`config.mk`:
```
export PLATFORM = sky130hd
export DESIGN_NAME = twdcc_ctrl
export DESIGN_NICKNAME = d
export VERILOG_FILES = /design/src/rtl/core/two_way_data_cache_controller_macros.svh /design/src/rtl/core/twdcc_pkg.sv /design/src/rtl/core/twdcc_ctrl.sv
export SDC_FILE = /design/constraint.sdc
export NUM_CORES = 1
export LEC_CHECK = 0
export ABC_AREA = 1
export BUFFER_PORTS_ARGS = -buffer_cell sky130_fd_sc_hd__buf_2
export CAP_MARGIN = 40
export CORE_AREA = 4 4 41 43
export CTS_BUF_LIST = sky130_fd_sc_hd__clkbuf_16
export DETAILED_ROUTE_END_ITERATION = 7
export DIE_AREA = 0 0 45 47
export PLACE_DENSITY_LB_ADDON = 0.1
export SLEW_MARGIN = 10
export SYNTH_ARGS = -nofsm -noshare
export SYNTH_HDL_FRONTEND = slang
export SYNTH_SLANG_ARGS = --single-unit
```
`constraint.sdc`:
```
create_clock -name clk_i -period 0.8 [get_ports clk_i]
set_input_delay 0.04 -clock clk_i [delete_from_list [all_inputs] [get_ports clk_i]]
set_output_delay 0.04 -clock clk_i [all_outputs]
set_load 0.01 [all_outputs]
```
`src/rtl/core/two_way_data_cache_controller_macros.svh`:
```
// Assertion macros for the cache controller RTL.
`ifndef TWO_WAY_DATA_CACHE_CONTROLLER_MACROS_SVH
`define TWO_WAY_DATA_CACHE_CONTROLLER_MACROS_SVH

`ifndef ASSERT_OFF

// Condition must never hold outside reset.
`define TWDCC_ASSERT_NEVER(lbl, cond, msg) \
  lbl: assert property (@(posedge clk_i) disable iff (!rst_ni) !(cond)) \
    else $error(msg);

// Implication checked at every clock edge outside reset.
`define TWDCC_ASSERT_PROP(lbl, prop, msg) \
  lbl: assert property (@(posedge clk_i) disable iff (!rst_ni) prop) \
    else $error(msg);

`else

`define TWDCC_ASSERT_NEVER(lbl, cond, msg)
`define TWDCC_ASSERT_PROP(lbl, prop, msg)

`endif

`endif

```
`src/rtl/core/twdcc_pkg.sv`:
```
// Shared types and constants of the two-way data cache controller.
package twdcc_pkg;

  // Fixed field widths of the transaction ports and the dirty queue depth
  localparam int unsigned ADDR_BITS   = 28;
  localparam int unsigned DATA_W      = 32;
  localparam int unsigned QCNT_W      = 6;
  localparam int unsigned QUEUE_DEPTH = 32;

  // Defaults for the top-level geometry parameters (powers of two)
  localparam int unsigned SET_COUNT_DEF      = 256;
  localparam int unsigned WORDS_PER_LINE_DEF = 8;

  // Transaction opcodes
  typedef enum logic [1:0] {
    OP_IDLE  = 2'd0,
    OP_READ  = 2'd1,
    OP_WRITE = 2'd2,
    OP_FILL  = 2'd3
  } op_e;

  typedef struct packed {
    logic [1:0]           opcode;
    logic [ADDR_BITS-1:0] address;
    logic [DATA_W-1:0]    data;
    logic                 fill_last;
    logic                 bus_read_ack;
  } cache_req_t;

  typedef struct packed {
    logic [DATA_W-1:0]    read_data;
    logic                 read_valid;
    logic                 fetching;
    logic [ADDR_BITS-1:0] bus_read_address;
    logic                 bus_read_request;
    logic [QCNT_W-1:0]    queue_count;
    logic                 queue_overflow;
  } cache_rsp_t;

  // Controller to datapath commands
  typedef struct packed {
    logic clear;   // tag store clearing sweep
    logic accept;  // capture the incoming transaction
    logic eval;    // lookup data valid, update state
  } twdcc_cmd_t;

  // Datapath to controller status
  typedef struct packed {
    logic clear_last;
  } twdcc_sts_t;

endpackage

```
`src/rtl/core/twdcc_ctrl.sv`:
```
// Sequencing state machine of the cache controller.
module twdcc_ctrl (
  input  logic                   clk_i,
  input  logic                   rst_ni,
  input  logic                   start_i,
  output logic                   busy_o,
  output logic                   done_o,
  input  twdcc_pkg::twdcc_sts_t  sts_i,
  output twdcc_pkg::twdcc_cmd_t  cmd_o
);

  typedef enum logic [1:0] {
    ST_CLEAR,
    ST_IDLE,
    ST_EVAL
  } state_e;

  state_e state_q, state_d;
  logic   done_q, done_d;

  // Next state
  always_comb begin
    state_d = state_q;
    done_d  = 1'b0;
    unique case (state_q)
      ST_CLEAR: begin
        if (sts_i.clear_last) begin
          state_d = ST_IDLE;
        end
      end
      ST_IDLE: begin
        if (start_i) begin
          state_d = ST_EVAL;
        end
      end
      ST_EVAL: begin
        state_d = ST_IDLE;
        done_d  = 1'b1;
      end
      default: begin
        state_d = ST_IDLE;
      end
    endcase
  end

  // State and result strobe
  always_ff @(posedge clk_i or negedge rst_ni) begin
    if (!rst_ni) begin
      state_q <= ST_CLEAR;
      done_q  <= 1'b0;
    end else begin
      state_q <= state_d;
      done_q  <= done_d;
    end
  end

  assign cmd_o.clear  = (state_q == ST_CLEAR);
  assign cmd_o.accept = (state_q == ST_IDLE) && start_i;
  assign cmd_o.eval   = (state_q == ST_EVAL);
  assign busy_o       = (state_q != ST_IDLE);
  assign done_o       = done_q;

endmodule

```
== Yosys cells after proc, flatten, opt, wreduce, memory -nomap -nowiden ==
Cells that the tools add are included.

* Input port bits: 4
* Word-level logic and storage cells: 14
* Bits in registers: 3
* Output and inout bits: 5

* Reductions and logical operators: 3
* Eq/ne operators: 5
* Multiplexer cells: 4

{| class="wikitable"
|+ Operators by type and width
! cell !! count
|-
| $mux 2 || 2
|-
| $ne 2x2->1 const B || 2
|-
| $pmux 2 s2 || 1
|-
| $eq 2x1->1 const B || 1
|-
| $eq 2x2->1 const B || 1
|-
| $logic_not 2->1 || 1
|-
| $ne 2x1->1 const B || 1
|-
| $reduce_and 2->1 || 1
|-
| $logic_and 1x1->1 || 1
|-
| $mux 1 || 1
|}

== Logic depth before layout (Yosys ltp) ==
* Depth in word-level cells: 3
* Mapped depth: 3
* Gate-level depth less buffers: 3

== Least setup slack after synthesis ==
Ideal clock, no wire load.

* Kind: reg-to-output
* From: register state_q[1]
* To: output cmd_o[1] (netlist bit)
* Arrival time: 745 ps
* Cell stages (with the launch flop): 4
* Path buffers: 0
* Setup slack: 15 ps
* Required time: 760 ps
* Cell sequence: dfrtp_1 > inv_1 > nand2_1 > nor2_1

{| class="wikitable"
|+ RTL lines
! what !! RTL line !! source
|-
| start: declaration || twdcc_ctrl.sv:18 || <nowiki>state_e state_q, state_d;</nowiki>
|-
| start signal: assignment || twdcc_ctrl.sv:52 || <nowiki>state_q <= state_d;</nowiki>
|-
| end: declaration || twdcc_ctrl.sv:9 || <nowiki>output twdcc_pkg::twdcc_cmd_t cmd_o</nowiki>
|}

==> reports/results.ini <==
[timing]
skew_ns=0.00181
slew_headroom=0.922
fmax_ghz=1.01
worstMarginPinSlew_ns=0.116
final-setup-viol-count=5
hold_viol_final=0
min_period_over_period=1.24
fin_crit_ns=0.995
finalMaxSlewViolations=0
rsz0062_at_grt=true
whs_ns=0.0338
fin_ws_ns=-0.195
fin_setup_tns_ns=-0.621

[route]
ant_nets=0
wl_per_cell_um=7.81
via_per_inst=3.07
vias=132
first_pass_iters=3
routed_wl_um=336
drtIter0Drc=2
drc=0

[power_and_ir_drop]
sw_frac_of_total=0.264
power_density_nw_per_um2=4820
pwr-share-comb=0.235
switching_power_mw=0.358
finalPower_mw=1.36
p_clk_frac=0.568
p_seq_frac=0.197
leakagePower_nw=0.156
peakVddDrop_uv=1240
intPower_mw=1.00

[cells_and_area]
area_growth_syn_to_layout_pct=123
stdcell_area_um2=282
fin_nets=33
most-common-layout-cells=8 x buf_2, 4 x nor2_1, 3 x inv_1, 3 x clkbuf_16, 2 x dfrtp_1
diodes=0
layout_commonest_cell=buf_2
layout-drive-gt1-share=0.571

[job]
drv_cap=0

[floorplanning]
floorplan.die_area_um2=2120
rows=13
die_x_um=45
ios=9
start_util=0.0971
core_area_um2=1300
die_h_um=47

[worst_setup_path]
critical_path.startpoint=state_q[1]$_DFFE_PN0P_
rrSetupSlack_ns=0
crit_arrival_ns=0.95
setup.worst_path.class=reg -> out
r2r_end=state_q[0]$_DFFE_PN0P_
r2r-start=state_q[1]$_DFFE_PN0P_
end_kind=primary output
worstPathRequired_ns=0.76
cp-start-kind=register
endpoint=cmd_o[1]
rr_worst_depth=3
path_max_fanout=3

[synth]
syn-num-nets=19
synth_area_um2=126
synth_area_per_cell_um2=8.42
synthTopCellsByArea=dfrtp_1 59%, nor2_1 12%, inv_1 8.9%
synth.distinct_cells=7
synth_warnings=0
syn_inst=15
synth_area_leader_cell=dfrtp_1
ys_seq_area_frac=0.594
yosysTopAreaCellShare=0.594
ys_seq_elements=3

[place]
portBuffers=8
gp_congestion=0.651
placed_area_um2=178
dp_hpwl_um=269

[clocking]
cts_buffers=3
path_clk_slew_ns=0.03
clk_latency_ns=0.22
cts_tree=done
cts_buffer_depth=2
clock-sinks=3
htree_num_levels=1
root_buffer=clkbuf_16

[global_route]
grt_overflow_total=0
antenna_found_initial=0
grt_max_degree=6
grt_pass1_vias=135
grt_pass1_wl_um=503
grt_usage=0.0411

[outcome]
violations=negative setup slack
outcome=finished with violations

[hold_path]
hold_path_class=in -> reg

flip-flops by register name (all words and copies together) (netlist names):
signal / count
done_o: 1
state_q: 2
metrics by stage:
step                cells   util  worst slack, ns
floorplan              15      -           0.0145
detailed placement     37  0.137         -0.00182
global route           43  0.216           -0.253
finish                 43  0.216           -0.195
CTS                    42  0.207           -0.203
global placement       37  0.137         -0.00930
cell families after synthesis:
group                  Yosys count  share of synthesized area
flip-flops                       3                      0.594
AND/OR/NAND/NOR                  7                      0.218
AO/OA/AOI/OAI                    1                     0.0396
buffers and inverters            4                      0.149
Yosys cell counts (all sizes together):
library cell / number
buf: 1
nand3: 1
nand2: 2
inv: 3
a21oi: 1
dfrtp: 3
nor2: 4
power by group through the flow:
stage / Clock (mW) / Combinational, mW / Sequential (mW)
2_1_floorplan: 0 / 0.166 / 0.252
3_3_place_gp: 0 / 0.277 / 0.257
3_5_place_dp: 0 / 0.278 / 0.257
4_1_cts: 0.786 / 0.294 / 0.262
5_1_grt: 0.812 / 0.354 / 0.278
6_report: 0.771 / 0.319 / 0.267
critical path, cell delays in order (launching register included):
cell     delay (ns)
dfrtp_1        0.39
inv_2          0.08
nand2_2        0.06
nor2_1         0.08
buf_2          0.13
cell type report:
cell class / count / area (um2)
fill: 154 / 1020
sequential: 3 / 76.3
clock buffer: 3 / 75.1
timing repair buffer: 10 / 57.6
multi-input combinational: 8 / 38.8
tap: 15 / 18.8
inverter: 3 / 11.3
clock inverter: 1 / 3.75
worst min-delay path by stage:
stage	startpoint	end	slack (ns)	cells past startpoint
floorplan	rst_ni	done_o$_DFF_PN0_	-0.26	0
global placement	rst_ni	state_q[1]$_DFFE_PN0P_	-0.16	1
detailed placement	rst_ni	state_q[1]$_DFFE_PN0P_	-0.16	1
CTS	sts_i	state_q[0]$_DFFE_PN0P_	0.04	3
global route	sts_i	state_q[0]$_DFFE_PN0P_	0.04	3
finish	sts_i	state_q[0]$_DFFE_PN0P_	0.03	3
per-layer routing:
metal,vias to the layer above,GRT usage,part of all wire
met4,0,0.0702,0
met1,56,0.0387,0.44
met2,7,0.0395,0.48
li1,69,-,-
met3,0,0.0345,0.077
met5,-,0,0
what timing repair did:
item,in CTS,in global routing
endpoints found under the setup margin,4,5
hold buffers,1,0
pin swaps,1,0
endpoints found under the hold margin,3,0
gates cloned,0,0
resized for setup,2,2
buffers inserted,0,1
Note: power is estimated with default switching activity, not from simulation.
